### config.mk
export PLATFORM = sky130hd
export DESIGN_NAME = clipped_ellipse_rasterizer_flat
export DESIGN_NICKNAME = d
export VERILOG_FILES = /design/src/rtl/core/cer_pkg.sv /design/src/rtl/core/cer_if.sv /design/src/rtl/core/cer_engine.sv /design/src/rtl/core/cer_pixq.sv /design/src/rtl/core/clipped_ellipse_rasterizer.sv /design/src/flat_wrapper.sv
export SDC_FILE = /design/constraint.sdc
export NUM_CORES = 2
export LEC_CHECK = 0
export ABC_AREA = 1
export BUFFER_PORTS_ARGS = -buffer_cell sky130_fd_sc_hd__buf_2
export CORE_ASPECT_RATIO = 1.75
export CORE_MARGIN = 2
export CORE_UTILIZATION = 50
export DETAILED_ROUTE_END_ITERATION = 6
export PLACE_DENSITY = 0.69
export SETUP_SLACK_MARGIN = 0.5
export SLEW_MARGIN = 20
export SYNTH_ARGS = -nofsm -noshare
export SYNTH_HDL_FRONTEND = slang
export SYNTH_SLANG_ARGS = --single-unit
### constraint.sdc
create_clock -name clk_i -period 7.3 [get_ports clk_i]
set_input_delay 0 -clock clk_i [delete_from_list [all_inputs] [get_ports clk_i]]
set_output_delay 0 -clock clk_i [all_outputs]
set_load 0.1 [all_outputs]
### src/rtl/core/cer_pkg.sv
// Shared types and constants of the clipped ellipse rasterizer.
// No dependencies; every other file of the block imports this package.
package cer_pkg;

  localparam int unsigned SCR_W     = 11;
  localparam int unsigned COLOR_W   = 16;
  localparam int unsigned CFG_IDX_W = 2;

  localparam logic [SCR_W-1:0] SCR_RESET = 11'd128;

  typedef enum logic {
    OP_START = 1'b0,
    OP_STEP  = 1'b1
  } op_e;

  typedef enum logic [CFG_IDX_W-1:0] {
    CFG_SCREEN_WIDTH  = 2'd0,
    CFG_SCREEN_HEIGHT = 2'd1
  } cfg_reg_e;

  typedef enum logic [3:0] {
    PH_IDLE = 4'b0001,
    PH_INIT = 4'b0010,
    PH_MAIN = 4'b0100,
    PH_TAIL = 4'b1000
  } phase_e;

  // One step's pixel set handed from the engine to the pixel queue.
  typedef struct packed {
    logic load;
    logic four;
    logic done;
  } set_info_t;

endpackage

### src/rtl/core/cer_if.sv
// Channel interfaces of the clipped ellipse rasterizer: command input,
// pixel output and configuration write. Depends on cer_pkg.
interface cer_in_if import cer_pkg::*; #(
  parameter int unsigned AXIS_BITS  = 10,
  parameter int unsigned COORD_BITS = 12
) ();
  logic                         valid;
  logic                         ready;
  logic                         opcode;
  logic signed [COORD_BITS-1:0] center_x;
  logic signed [COORD_BITS-1:0] center_y;
  logic [AXIS_BITS-1:0]         semi_axis_x;
  logic [AXIS_BITS-1:0]         semi_axis_y;
  logic [COLOR_W-1:0]           pixel_color;

  modport source (output valid, opcode, center_x, center_y, semi_axis_x, semi_axis_y,
                  pixel_color, input ready);
  modport sink   (input valid, opcode, center_x, center_y, semi_axis_x, semi_axis_y,
                  pixel_color, output ready);
endinterface

interface cer_out_if import cer_pkg::*; #(
  parameter int unsigned COORD_BITS = 12
) ();
  logic                       valid;
  logic                       ready;
  logic signed [COORD_BITS:0] pixel_x;
  logic signed [COORD_BITS:0] pixel_y;
  logic [COLOR_W-1:0]         color_out;
  logic                       in_view;
  logic                       last_of_step;
  logic                       done_res;

  modport source (output valid, pixel_x, pixel_y, color_out, in_view, last_of_step,
                  done_res, input ready);
  modport sink   (input valid, pixel_x, pixel_y, color_out, in_view, last_of_step,
                  done_res, output ready);
endinterface

interface cer_cfg_if import cer_pkg::*; ();
  logic                 valid;
  logic                 ready;
  logic [CFG_IDX_W-1:0] index;
  logic [SCR_W-1:0]     data;

  modport source (output valid, index, data, input ready);
  modport sink   (input valid, index, data, output ready);
endinterface

### src/rtl/core/cer_engine.sv
// Ellipse stepping engine: error-term state, one step per accepted step beat,
// and the mirrored pixels with their clip flags. Depends on cer_pkg.
module cer_engine import cer_pkg::*; #(
  parameter int unsigned AXIS_BITS  = 10,
  parameter int unsigned COORD_BITS = 12
) (
  input  logic                         clk_i,
  input  logic                         rst_ni,
  input  logic                         start_i,
  input  logic                         step_i,
  input  logic signed [COORD_BITS-1:0] center_x_i,
  input  logic signed [COORD_BITS-1:0] center_y_i,
  input  logic [AXIS_BITS-1:0]         semi_axis_x_i,
  input  logic [AXIS_BITS-1:0]         semi_axis_y_i,
  input  logic [COLOR_W-1:0]           pixel_color_i,
  input  logic [SCR_W-1:0]             screen_width_i,
  input  logic [SCR_W-1:0]             screen_height_i,
  output logic                         busy_o,
  output set_info_t                    info_o,
  output logic signed [COORD_BITS:0]   pix_x_o [4],
  output logic signed [COORD_BITS:0]   pix_y_o [4],
  output logic                         vis_o [4],
  output logic [COLOR_W-1:0]           color_o
);

  localparam int unsigned AW   = AXIS_BITS;
  localparam int unsigned CW   = COORD_BITS;
  localparam int unsigned OW   = CW + 1;
  localparam int unsigned SQW  = 2 * AW;
  localparam int unsigned EW   = 3 * AW + 10;
  localparam int unsigned PW   = AW + SQW + 4;
  localparam int unsigned BASE = (CW > AW + 1) ? CW : AW + 1;
  localparam int unsigned VW   = ((BASE > SCR_W) ? BASE : SCR_W) + 2;

  phase_e                phase_q, phase_d;
  logic [AW:0]           dx_q, dx_d;
  logic signed [AW+1:0]  dy_q, dy_d;
  logic signed [EW-1:0]  err_q, err_d;
  logic signed [EW-1:0]  tx_q, tx_d;
  logic signed [EW-1:0]  ty_q, ty_d;
  logic [SQW-1:0]        ax2_q, ax2_d;
  logic [SQW-1:0]        ay2_q, ay2_d;
  logic signed [CW-1:0]  cx_q, cx_d;
  logic signed [CW-1:0]  cy_q, cy_d;
  logic [AW-1:0]         a_q, a_d;
  logic [COLOR_W-1:0]    color_q, color_d;

  logic signed [EW-1:0]  ax2_e, ay2_e, ty0, tx_n, ty_n, err_n;
  logic signed [PW-1:0]  ty0_p;
  logic signed [AW+2:0]  twob_m1;
  logic signed [EW:0]    e2, tx_x, neg_ty;
  logic                  mx, my, main_done, tail_done;
  logic [AW:0]           dx_inc, dx_m, dxp;
  logic signed [AW+1:0]  dy_dec, dy_m, dyp;
  logic signed [VW-1:0]  cx_w, cy_w, dxp_w, dyp_w, xp, xm, yp, ym, sw_w, sh_w;
  logic                  xp_v, xm_v, yp_v, ym_v;

  assign ax2_e = signed'({{(EW-SQW){1'b0}}, ax2_q});
  assign ay2_e = signed'({{(EW-SQW){1'b0}}, ay2_q});

  // Start setup: dy holds b here, so (2b-1)*a^2 seeds both the error and
  // the vertical increment term.
  assign twob_m1 = {dy_q, 1'b0} - {{(AW+2){1'b0}}, 1'b1};
  assign ty0_p   = PW'(twob_m1) * PW'(signed'({1'b0, ax2_q}));
  assign ty0     = EW'(ty0_p);

  // Main step. tx tracks (2dx+1)*b^2 and ty tracks (2dy-1)*a^2, so a step
  // needs only adds and compares.
  assign e2     = {err_q, 1'b0};
  assign tx_x   = {tx_q[EW-1], tx_q};
  assign neg_ty = -{ty_q[EW-1], ty_q};
  assign mx     = e2 < tx_x;
  assign my     = e2 > neg_ty;
  assign tx_n   = tx_q + (ay2_e <<< 1);
  assign ty_n   = ty_q - (ax2_e <<< 1);
  assign err_n  = err_q + (mx ? tx_n : '0) - (my ? ty_n : '0);

  assign dx_inc = dx_q + {{AW{1'b0}}, 1'b1};
  assign dy_dec = dy_q - {{(AW+1){1'b0}}, 1'b1};
  assign dx_m   = mx ? dx_inc : dx_q;
  assign dy_m   = my ? dy_dec : dy_q;

  assign main_done = !(mx || my) || (dy_m[AW+1] && !(dx_m < {1'b0, a_q}));
  assign tail_done = dx_inc >= {1'b0, a_q};

  // Pixel positions; the tail phase uses the incremented dx on the center row.
  assign dxp   = (phase_q == PH_TAIL) ? dx_inc : dx_q;
  assign dyp   = (phase_q == PH_TAIL) ? '0 : dy_q;
  assign cx_w  = VW'(cx_q);
  assign cy_w  = VW'(cy_q);
  assign dxp_w = signed'({{(VW-AW-1){1'b0}}, dxp});
  assign dyp_w = VW'(dyp);
  assign xp    = cx_w + dxp_w;
  assign xm    = cx_w - dxp_w;
  assign yp    = cy_w + dyp_w;
  assign ym    = cy_w - dyp_w;
  assign sw_w  = signed'({{(VW-SCR_W){1'b0}}, screen_width_i});
  assign sh_w  = signed'({{(VW-SCR_W){1'b0}}, screen_height_i});
  assign xp_v  = !xp[VW-1] && (xp < sw_w);
  assign xm_v  = !xm[VW-1] && (xm < sw_w);
  assign yp_v  = !yp[VW-1] && (yp < sh_w);
  assign ym_v  = !ym[VW-1] && (ym < sh_w);

  assign pix_x_o[0] = xp[OW-1:0];
  assign pix_y_o[0] = yp[OW-1:0];
  assign vis_o[0]   = xp_v && yp_v;
  assign pix_x_o[1] = xm[OW-1:0];
  assign pix_y_o[1] = yp[OW-1:0];
  assign vis_o[1]   = xm_v && yp_v;
  assign pix_x_o[2] = xm[OW-1:0];
  assign pix_y_o[2] = ym[OW-1:0];
  assign vis_o[2]   = xm_v && ym_v;
  assign pix_x_o[3] = xp[OW-1:0];
  assign pix_y_o[3] = ym[OW-1:0];
  assign vis_o[3]   = xp_v && ym_v;
  assign color_o    = color_q;

  assign busy_o      = (phase_q == PH_INIT);
  assign info_o.load = step_i && ((phase_q == PH_MAIN) || (phase_q == PH_TAIL));
  assign info_o.four = (phase_q == PH_MAIN);
  assign info_o.done = (phase_q == PH_MAIN) ? main_done : tail_done;

  always_comb begin
    phase_d = phase_q;
    dx_d    = dx_q;
    dy_d    = dy_q;
    err_d   = err_q;
    tx_d    = tx_q;
    ty_d    = ty_q;
    ax2_d   = ax2_q;
    ay2_d   = ay2_q;
    cx_d    = cx_q;
    cy_d    = cy_q;
    a_d     = a_q;
    color_d = color_q;
    if (start_i) begin
      phase_d = PH_INIT;
      ax2_d   = SQW'(semi_axis_x_i) * SQW'(semi_axis_x_i);
      ay2_d   = SQW'(semi_axis_y_i) * SQW'(semi_axis_y_i);
      dx_d    = '0;
      dy_d    = signed'({2'b00, semi_axis_y_i});
      cx_d    = center_x_i;
      cy_d    = center_y_i;
      a_d     = semi_axis_x_i;
      color_d = pixel_color_i;
    end else begin
      case (phase_q)
        PH_INIT: begin
          err_d   = ay2_e - ty0;
          tx_d    = ay2_e;
          ty_d    = ty0;
          phase_d = PH_MAIN;
        end
        PH_MAIN: begin
          if (step_i) begin
            dx_d  = dx_m;
            dy_d  = dy_m;
            err_d = err_n;
            if (mx) tx_d = tx_n;
            if (my) ty_d = ty_n;
            if (main_done) begin
              phase_d = PH_IDLE;
            end else if (dy_m[AW+1]) begin
              phase_d = PH_TAIL;
            end
          end
        end
        PH_TAIL: begin
          if (step_i) begin
            dx_d = dx_inc;
            if (tail_done) phase_d = PH_IDLE;
          end
        end
        default: ;
      endcase
    end
  end

  always_ff @(posedge clk_i or negedge rst_ni) begin
    if (!rst_ni) begin
      phase_q <= PH_IDLE;
    end else begin
      phase_q <= phase_d;
    end
  end

  always_ff @(posedge clk_i) begin
    dx_q    <= dx_d;
    dy_q    <= dy_d;
    err_q   <= err_d;
    tx_q    <= tx_d;
    ty_q    <= ty_d;
    ax2_q   <= ax2_d;
    ay2_q   <= ay2_d;
    cx_q    <= cx_d;
    cy_q    <= cy_d;
    a_q     <= a_d;
    color_q <= color_d;
  end

endmodule

### src/rtl/core/cer_pixq.sv
// Pixel queue: holds one step's set of up to four pixels and feeds them, one
// beat per cycle unless stalled, into the output register. Depends on cer_pkg.
module cer_pixq import cer_pkg::*; #(
  parameter int unsigned COORD_BITS = 12
) (
  input  logic                       clk_i,
  input  logic                       rst_ni,
  input  set_info_t                  info_i,
  input  logic signed [COORD_BITS:0] pix_x_i [4],
  input  logic signed [COORD_BITS:0] pix_y_i [4],
  input  logic                       vis_i [4],
  input  logic [COLOR_W-1:0]         color_i,
  output logic                       can_load_o,
  output logic                       out_valid_o,
  input  logic                       out_ready_i,
  output logic signed [COORD_BITS:0] pixel_x_o,
  output logic signed [COORD_BITS:0] pixel_y_o,
  output logic [COLOR_W-1:0]         color_o,
  output logic                       in_view_o,
  output logic                       last_o,
  output logic                       done_o
);

  localparam int unsigned OW = COORD_BITS + 1;

  logic [2:0]           rem_q, rem_d;
  logic [1:0]           rd_q, rd_d;
  logic signed [OW-1:0] bx_q [4];
  logic signed [OW-1:0] by_q [4];
  logic                 bv_q [4];
  logic                 bdone_q;
  logic [COLOR_W-1:0]   bcol_q;
  logic                 ov_q;
  logic signed [OW-1:0] ox_q, oy_q;
  logic [COLOR_W-1:0]   ocol_q;
  logic                 ovis_q, olast_q, odone_q;
  logic                 move, tail_beat;

  assign move       = (rem_q != 3'd0) && (!ov_q || out_ready_i);
  assign tail_beat  = (rem_q == 3'd1);
  assign can_load_o = (rem_q == 3'd0) || (tail_beat && move);

  always_comb begin
    rem_d = rem_q;
    rd_d  = rd_q;
    if (info_i.load) begin
      rem_d = info_i.four ? 3'd4 : 3'd2;
      rd_d  = 2'd0;
    end else if (move) begin
      rem_d = rem_q - 3'd1;
      rd_d  = rd_q + 2'd1;
    end
  end

  always_ff @(posedge clk_i or negedge rst_ni) begin
    if (!rst_ni) begin
      rem_q <= 3'd0;
      rd_q  <= 2'd0;
      ov_q  <= 1'b0;
    end else begin
      rem_q <= rem_d;
      rd_q  <= rd_d;
      if (move) begin
        ov_q <= 1'b1;
      end else if (out_ready_i) begin
        ov_q <= 1'b0;
      end
    end
  end

  always_ff @(posedge clk_i) begin
    if (info_i.load) begin
      bx_q    <= pix_x_i;
      by_q    <= pix_y_i;
      bv_q    <= vis_i;
      bdone_q <= info_i.done;
      bcol_q  <= color_i;
    end
    if (move) begin
      ox_q    <= bx_q[rd_q];
      oy_q    <= by_q[rd_q];
      ovis_q  <= bv_q[rd_q];
      ocol_q  <= bcol_q;
      olast_q <= tail_beat;
      odone_q <= tail_beat && bdone_q;
    end
  end

  assign out_valid_o = ov_q;
  assign pixel_x_o   = ox_q;
  assign pixel_y_o   = oy_q;
  assign color_o     = ocol_q;
  assign in_view_o   = ovis_q;
  assign last_o      = olast_q;
  assign done_o      = odone_q;

endmodule

### src/rtl/core/clipped_ellipse_rasterizer.sv
// Top level of the clipped ellipse rasterizer: screen-size registers, input
// handshake, stepping engine and pixel queue. Depends on cer_pkg, cer_if,
// cer_engine and cer_pixq.
//
// Usage. Commands arrive on in_i. A start beat (opcode OP_START) loads the
// center, both semi-axes and the color; it produces no pixel. Each step beat
// (opcode OP_STEP) produces four mirrored pixels in the main phase or two
// center-row pixels in the tail phase that finishes flat ellipses. Every
// pixel leaves on out_o with an in-view flag from the screen clip test;
// last_of_step marks the final pixel of a step and done_res the final pixel
// of the whole ellipse. Step beats while no ellipse is active are accepted
// and produce nothing. cfg_i writes screen_width and screen_height; it is
// always ready and should be used only while the block is idle.
// Timing. A step is evaluated in the cycle it is accepted; its pixels are
// registered into a four-entry queue and from there move into the output
// register, so the first pixel is valid only after both registers. The output
// port moves one pixel per cycle while the receiver is ready, which sets the
// sustained rate; a new step is taken as the last pixel of a set moves. A start
// holds in_i.ready low in setup, where a single multiply seeds the error term.
// Reset clears the phase, empties the queue and output register and sets both
// screen registers to 128. When the receiver stalls, the current pixel
// holds on out_o, the queue drains into it no further, and in_i.ready drops
// once the queue holds a set that cannot yet move.
module clipped_ellipse_rasterizer import cer_pkg::*; #(
  parameter int unsigned AXIS_BITS  = 10,
  parameter int unsigned COORD_BITS = 12
) (
  input  logic      clk_i,
  input  logic      rst_ni,
  cer_in_if.sink    in_i,
  cer_out_if.source out_o,
  cer_cfg_if.sink   cfg_i
);

  logic [SCR_W-1:0]           screen_width_q, screen_height_q;
  logic                       busy, can_load, in_accept, start, step;
  set_info_t                  info;
  logic signed [COORD_BITS:0] pix_x [4];
  logic signed [COORD_BITS:0] pix_y [4];
  logic                       vis [4];
  logic [COLOR_W-1:0]         set_color;

  // Configuration writes are registered; unknown indexes are dropped.
  assign cfg_i.ready = 1'b1;

  always_ff @(posedge clk_i or negedge rst_ni) begin
    if (!rst_ni) begin
      screen_width_q  <= SCR_RESET;
      screen_height_q <= SCR_RESET;
    end else if (cfg_i.valid) begin
      case (cfg_i.index)
        CFG_SCREEN_WIDTH:  screen_width_q  <= cfg_i.data;
        CFG_SCREEN_HEIGHT: screen_height_q <= cfg_i.data;
        default: ;
      endcase
    end
  end

  // A new command is taken whenever the engine is not seeding a start and
  // the queue can take a fresh pixel set in this cycle.
  assign in_i.ready = !busy && can_load;
  assign in_accept  = in_i.valid && in_i.ready;
  assign start      = in_accept && (in_i.opcode == OP_START);
  assign step       = in_accept && (in_i.opcode == OP_STEP);

  cer_engine #(
    .AXIS_BITS  (AXIS_BITS),
    .COORD_BITS (COORD_BITS)
  ) u_engine (
    .clk_i           (clk_i),
    .rst_ni          (rst_ni),
    .start_i         (start),
    .step_i          (step),
    .center_x_i      (in_i.center_x),
    .center_y_i      (in_i.center_y),
    .semi_axis_x_i   (in_i.semi_axis_x),
    .semi_axis_y_i   (in_i.semi_axis_y),
    .pixel_color_i   (in_i.pixel_color),
    .screen_width_i  (screen_width_q),
    .screen_height_i (screen_height_q),
    .busy_o          (busy),
    .info_o          (info),
    .pix_x_o         (pix_x),
    .pix_y_o         (pix_y),
    .vis_o           (vis),
    .color_o         (set_color)
  );

  cer_pixq #(
    .COORD_BITS (COORD_BITS)
  ) u_pixq (
    .clk_i       (clk_i),
    .rst_ni      (rst_ni),
    .info_i      (info),
    .pix_x_i     (pix_x),
    .pix_y_i     (pix_y),
    .vis_i       (vis),
    .color_i     (set_color),
    .can_load_o  (can_load),
    .out_valid_o (out_o.valid),
    .out_ready_i (out_o.ready),
    .pixel_x_o   (out_o.pixel_x),
    .pixel_y_o   (out_o.pixel_y),
    .color_o     (out_o.color_out),
    .in_view_o   (out_o.in_view),
    .last_o      (out_o.last_of_step),
    .done_o      (out_o.done_res)
  );

endmodule

### src/flat_wrapper.sv
// flat-port wrapper written by rule: the top's interface ports become plain ports
module clipped_ellipse_rasterizer_flat import cer_pkg::*;
#(
  parameter int unsigned AXIS_BITS  = 10,
  parameter int unsigned COORD_BITS = 12
)
  (clk_i, rst_ni, in_i_valid, in_i_opcode, in_i_center_x, in_i_center_y, in_i_semi_axis_x, in_i_semi_axis_y, in_i_pixel_color, in_i_ready, out_o_valid, out_o_pixel_x, out_o_pixel_y, out_o_color_out, out_o_in_view, out_o_last_of_step, out_o_done_res, out_o_ready, cfg_i_valid, cfg_i_index, cfg_i_data, cfg_i_ready);
  cer_in_if #(.AXIS_BITS(AXIS_BITS), .COORD_BITS(COORD_BITS)) in_i_i ();
  cer_out_if #(.COORD_BITS(COORD_BITS)) out_o_i ();
  cer_cfg_if cfg_i_i ();
  input  logic clk_i;
  input  logic rst_ni;
  input wire logic [$bits(in_i_i.valid)-1:0] in_i_valid;
  input wire logic [$bits(in_i_i.opcode)-1:0] in_i_opcode;
  input wire logic [$bits(in_i_i.center_x)-1:0] in_i_center_x;
  input wire logic [$bits(in_i_i.center_y)-1:0] in_i_center_y;
  input wire logic [$bits(in_i_i.semi_axis_x)-1:0] in_i_semi_axis_x;
  input wire logic [$bits(in_i_i.semi_axis_y)-1:0] in_i_semi_axis_y;
  input wire logic [$bits(in_i_i.pixel_color)-1:0] in_i_pixel_color;
  output wire logic [$bits(in_i_i.ready)-1:0] in_i_ready;
  output wire logic [$bits(out_o_i.valid)-1:0] out_o_valid;
  output wire logic [$bits(out_o_i.pixel_x)-1:0] out_o_pixel_x;
  output wire logic [$bits(out_o_i.pixel_y)-1:0] out_o_pixel_y;
  output wire logic [$bits(out_o_i.color_out)-1:0] out_o_color_out;
  output wire logic [$bits(out_o_i.in_view)-1:0] out_o_in_view;
  output wire logic [$bits(out_o_i.last_of_step)-1:0] out_o_last_of_step;
  output wire logic [$bits(out_o_i.done_res)-1:0] out_o_done_res;
  input wire logic [$bits(out_o_i.ready)-1:0] out_o_ready;
  input wire logic [$bits(cfg_i_i.valid)-1:0] cfg_i_valid;
  input wire logic [$bits(cfg_i_i.index)-1:0] cfg_i_index;
  input wire logic [$bits(cfg_i_i.data)-1:0] cfg_i_data;
  output wire logic [$bits(cfg_i_i.ready)-1:0] cfg_i_ready;
  assign in_i_i.valid = in_i_valid;
  assign in_i_i.opcode = in_i_opcode;
  assign in_i_i.center_x = in_i_center_x;
  assign in_i_i.center_y = in_i_center_y;
  assign in_i_i.semi_axis_x = in_i_semi_axis_x;
  assign in_i_i.semi_axis_y = in_i_semi_axis_y;
  assign in_i_i.pixel_color = in_i_pixel_color;
  assign in_i_ready = in_i_i.ready;
  assign out_o_valid = out_o_i.valid;
  assign out_o_pixel_x = out_o_i.pixel_x;
  assign out_o_pixel_y = out_o_i.pixel_y;
  assign out_o_color_out = out_o_i.color_out;
  assign out_o_in_view = out_o_i.in_view;
  assign out_o_last_of_step = out_o_i.last_of_step;
  assign out_o_done_res = out_o_i.done_res;
  assign out_o_i.ready = out_o_ready;
  assign cfg_i_i.valid = cfg_i_valid;
  assign cfg_i_i.index = cfg_i_index;
  assign cfg_i_i.data = cfg_i_data;
  assign cfg_i_ready = cfg_i_i.ready;
  clipped_ellipse_rasterizer #(.AXIS_BITS(AXIS_BITS), .COORD_BITS(COORD_BITS)) u_core (.clk_i(clk_i), .rst_ni(rst_ni), .in_i(in_i_i), .out_o(out_o_i), .cfg_i(cfg_i_i));
endmodule
**Yosys cells after proc, flatten, opt, wreduce, memory -nomap -nowiden**

Cells that the tools add are included.

- Memories kept: 0
- Bits in read-only memories: 0
- Flip-flop bits (word level): 383
- Word-level logic and storage cells: 173
- Latch bits: 0
- RAM bits: 0

- Shift operators: 0
- Bitwise logic cells: 3
- $add $sub $neg: 15
- Multiply operators: 3
- Equality and inequality tests: 13
- Muxes and demuxes: 44
- $lt $le $gt $ge: 9
- Div/mod/pow operators: 0
- Reductions and logical operators: 51

Operator list:

| operator | number |
|---|---|
| $mux 40 | 7 |
| $pmux 40 s2 | 3 |
| $bmux 13 s2 | 2 |
| $lt 13x12->1 | 4 |
| $mux 13 | 4 |
| $mux 11 | 4 |
| $gt 41x41->1 | 1 |
| $lt 41x40->1 | 1 |
| $neg 41->41 | 1 |
| $add 40x22->40 | 1 |
| $add 40x40->40 | 1 |
| $mul 10x10->20 | 2 |
| $sub 40x22->40 | 1 |
| $sub 40x40->40 | 1 |
| $sub 21x34->35 | 1 |
| $mul 13x21->34 | 1 |
| $mux 10 | 3 |
| $add 12x12->13 | 2 |
| $sub 12x12->13 | 2 |
| $mux 12 | 2 |
| $mux 4 | 6 |
| $pmux 11 s2 | 1 |
| $logic_and 1x1->1 | 17 |
| $reduce_bool 2->1 | 7 |
| other kinds (35) | 63 |

**Longest topological paths before layout**

- Depth in word-level cells: 11
- Depth in mapped cells: 46
- Gate-level depth less buffers: 45

**Hierarchy**

Synthesis repeated with hierarchy kept, for this count alone.

- Cells, all modules: 5,346
- Area, all modules: 44,833.0 um^2

By module, submodules not included:

| module | seq. area each (um^2) | instances | area an instance (um^2) | cells each |
|---|---|---|---|---|
| cer_engine | 6,877.8 | 1 | 37,644.9 | 4,867 |
| cer_pixq | 5,255.0 | 1 | 6,253.5 | 372 |
| clipped_ellipse_rasterizer | 553.0 | 1 | 934.6 | 107 |

**Worst setup path after synthesis**

Ideal clock, no wire load.

- Path type: register -> register
- Start point: register u_core.u_engine.dy_q[0]
- End point: register u_core.u_engine.err_q[33], data pin
- Path buffers: 2
- Clock period less this slack: 7.925 ns
- Cell stages (with the launch flop): 39
- Setup slack: -0.625 ns
- Data required time: 7.044 ns
- Arrival: 7.669 ns
- Setup time: 0.256 ns
- Cell sequence: edfxtp_1 > inv_1 > buf_1 > ha_1 > nand2_1 > nor2_1 > nand3_1 > nand2_1 > nand2_1 > inv_1 > clkbuf_1 > nand2_1 > fa_1 > inv_1 > fa_1 > fa_1 > fa_1 > fa_1 > [3 not listed] > a21boi_0 > o21ai_0 > a21oi_1 > xor2_1 > ha_1 > nand2_1 > nor4_1 > nand3_1 > nand3_1 > nand3_1 > nand2_1 > inv_1 > nor2_1 > nand2_1 > nor2_1 > nand2_1 > nand2_1 > nand2_1

- Longest elaborated chain between the ends: 4

RTL lines:

| item | RTL line | RTL |
|---|---|---|
| start: declaration | cer_engine.sv:37 | `logic signed [AW+1:0] dy_q, dy_d;` |
| start signal: assignment | cer_engine.sv:189 | `dy_q <= dy_d;` |
| $sub 13x1->13 | cer_engine.sv:63 | `assign twob_m1 = {dy_q, 1'b0} - {{(AW+2){1'b0}}, 1'b1};` |
| $mul 13x21->34 | cer_engine.sv:64 | `assign ty0_p = PW'(twob_m1) * PW'(signed'({1'b0, ax2_q}));` |
| $sub 21x34->35 | cer_engine.sv:149 | `err_d = ay2_e - ty0;` |
| $pmux 40 s2 | cer_engine.sv:147 | `case (phase_q)` |
| end signal: assignment | cer_engine.sv:190 | `err_q <= err_d;` |
| end: declaration | cer_engine.sv:38 | `logic signed [EW-1:0] err_q, err_d;` |

Every way passes these cells.
A chain may end at the register's enable or synchronous reset.

**Worst setup path after layout**

- Start point: register u_core.u_engine.dy_q[1]
- End point: register u_core.u_engine.err_q[36], data pin

Same word-level chain as after synthesis.

==> summary.txt <==
Status - complete, but fails checks
Failing checks - setup timing
Half-perimeter wire length after placement - 108300 µm
Vias in the first global route - 39170
Clock transition at path regs - 0.06 ns
Crit path launch type - flip-flop
Slew Viols, Final - 0
Antenna-violating nets left - 0
Most frequent cell after synthesis - nand2_1
CTS H-tree depth - 2
CTS Buffer Depth - 3
Seq/Total Area, Yosys - 26.39%
Fin Hold WS - 0.03122 ns
# rows - 140
Die area - 86290 µm²
TNS Setup - -10.57 ns
Hold WC Path Type - in -> reg
EDFF count, synth - 333
Synthesized cell area - 41930 µm²
Gr usage total - 30.47%
Final Hold Vio Count - 0
Syn Inst Count - 5130
Final Cycle Share - 107.6%
First-pass iteration count of the detailed router - 5
# DRC - 0
Top post-synthesis cells by area - edfxtp_1 (24%), fa_1 (16%), ha_1 (15%), nand2_1 (9.3%), inv_1 (9.2%)
Diodes inserted - 0
CP endpoint kind - flip-flop
Yosys top cell area share - 23.85%
CP Class - reg -> reg
Tmin final - 7.855 ns
Most used DFF post-synth - edfxtp_1
Place WS - -0.6867 ns
Layout Skew - 0.06997 ns
Final WL - 131500 µm
Slew HR - 30.68%
Crit path max-delay family - adder cells
Vias/cell - 5.391
RSZ-0062 raised after global routing - yes
Port bufs - 125
Num ports - 127
Placer Congestion - 1.009
First-pass GRT wire length - 203100 µm
R2R Setup Slk - -0.56 ns
Share of layout cells above drive strength 1 - 17.58%
Routed wire per std cell - 19.06 µm
Antenna violations before repair - 0
Sink Count - 378
Layout Nets - 6709
CP Max Fanout - 6
GRT overflow - 0
Syn Area/Cell - 8.174 µm²
Fmax - 127.3 MHz
Root Buffer - clkbuf_16
Post-synth cell types - 64
Vias - 37200
Core area - 83200 µm²
Crit-path max cell delay - 0.51 ns
Worst path bufs/invs - 9
Cell area after layout - 51400 µm²
WP data arrival - 8.18 ns
Initial core utilization - 50.40%
CTS buffer count - 40
Largest net degree at the start of global routing - 72
Die width - 222.9 µm
Most frequent cells after synthesis - nand2_1 (1039), inv_1 (1028), ha_1 (497)
Worst-Margin Slew - 1.039 ns
Initial DRC count - 2257
Max cap viols - 0
Final setup margin - -0.5553 ns
Die Y - 387.1 µm
Area after DPL - 47440 µm²
Clock latency on the worst-skew pair - 0.63 ns
Setup violations, final - 30
Ys async rst share - 8.466%
Syn-to-layout area delta - 22.58%
Largest area contributor in the netlist - edfxtp_1
Slowest cell on the critical path - fa_1
CP required - 7.63 ns
CTS tree - done
Warnings from Yosys - 0
Flops & latches, synth - 378
final cells by class:
| type | instances | area, µm² |
|---|---|---|
| well taps | 1065 | 1333 |
| flip-flops and latches | 378 | 11060 |
| repair buffers | 734 | 5578 |
| inverters | 1043 | 3943 |
| clock buffers | 46 | 1054 |
| clock inverters | 28 | 425.4 |
| fillers | 7161 | 31810 |
| multi-input cells | 3606 | 28000 |
flip-flops by register name, indices dropped and copies added (netlist names), 12 cells and up:
register	cells
u_core.u_engine.ax2_q	19
u_core.u_engine.ay2_q	19
u_core.u_engine.color_o	16
u_core.u_engine.cx_q	12
u_core.u_engine.cy_q	12
u_core.u_engine.dy_q	12
u_core.u_engine.err_q	40
u_core.u_engine.tx_q	40
u_core.u_engine.ty_q	40
u_core.u_pixq.bcol_q	16
u_core.u_pixq.bx_q	25
u_core.u_pixq.by_q	25
u_core.u_pixq.color_o	16
u_core.u_pixq.pixel_x_o	13
u_core.u_pixq.pixel_y_o	13
per-stage QoR:
| step | instances | util, % |
|---|---|---|
| 3_3_place_gp | 6695 | 57.01 |
| 3_5_place_dp | 6695 | 57.01 |
| 4_1_cts | 6877 | 60.68 |
| 5_1_grt | 6900 | 61.77 |
| 2_1_floorplan | 5138 | - |
| 6_report | 6900 | 61.77 |
per-layer routing:
metal	routed length, µm	GRT usage, %
met1	44250	29.44
met2	68920	57.85
met3	5857	3.489
met4	12510	24.21
met5	0	0
final timing paths:
path                                                          end                                  start  cells past startpoint
min in group asynchronous  u_core.u_engine.phase_q[0]$_DFFE_PN1P_                                 rst_ni                      3
max in group asynchronous   u_core.screen_height_q[4]$_DFFE_PN0P_                                 rst_ni                      4
min                             u_core.u_engine.dy_q[2]$_DFFE_PP_                    in_i_semi_axis_y[2]                      3
min reg2reg                    u_core.u_pixq.bcol_q[13]$_DFFE_PP_  u_core.u_engine.color_o[13]$_DFFE_PP_                      0
max                           u_core.u_engine.err_q[36]$_DFFE_PP_      u_core.u_engine.dy_q[1]$_DFFE_PP_                     40
max reg2reg                   u_core.u_engine.err_q[36]$_DFFE_PP_      u_core.u_engine.dy_q[1]$_DFFE_PP_                     40
timing repair:
item | 4_1_cts | 5_1_grt
endpoints found under the hold margin | 127 | 0
gates cloned | 1 | 0
buffers inserted | 32 | 23
hold buffers | 75 | 0
pin swaps | 52 | 74
setup endpoints to repair | 51 | 54
gates resized for setup | 140 | 163
cell families (layout without fill, tap and decap cells):
kind of cell | after synthesis | in the layout | synth area share, %
simple gates | 1768 | 1768 | 17.33
compound gates | 751 | 751 | 10.00
mux | 19 | 19 | 0.4953
flops | 378 | 378 | 26.39
fa+ha+maj | 827 | 827 | 30.59
xor+xnor | 231 | 231 | 4.825
buf+inv | 1154 | 1851 | 10.36
other cells | 2 | 10 | 0.01791
placed cells by master (no fill, tap or decap), types with 166 or more instances in the layout:
cell type | Yosys | final
edfxtp_1 | 333 | 333
a21oi_1 | 314 | 278
o21ai_0 | 246 | 212
buf_4 | 1 | 499
inv_1 | 1028 | 1000
fa_1 | 330 | 323
nand2_1 | 1039 | 1002
nor2_1 | 428 | 401
xor2_1 | 177 | 166
ha_1 | 497 | 465
worst reg2reg max path, delay by kind of cell (launching register included):
kind / cells / cell delay (ns)
fa+ha+maj: 8 / 3.53
flops: 1 / 0.42
buf+inv: 9 / 0.62
compound gates: 5 / 0.77
xor+xnor: 1 / 0.17
simple gates: 17 / 2.06
Power is not shown: default switching activity piles up to over one toggle a cycle in this logic, so the estimate is an artifact.
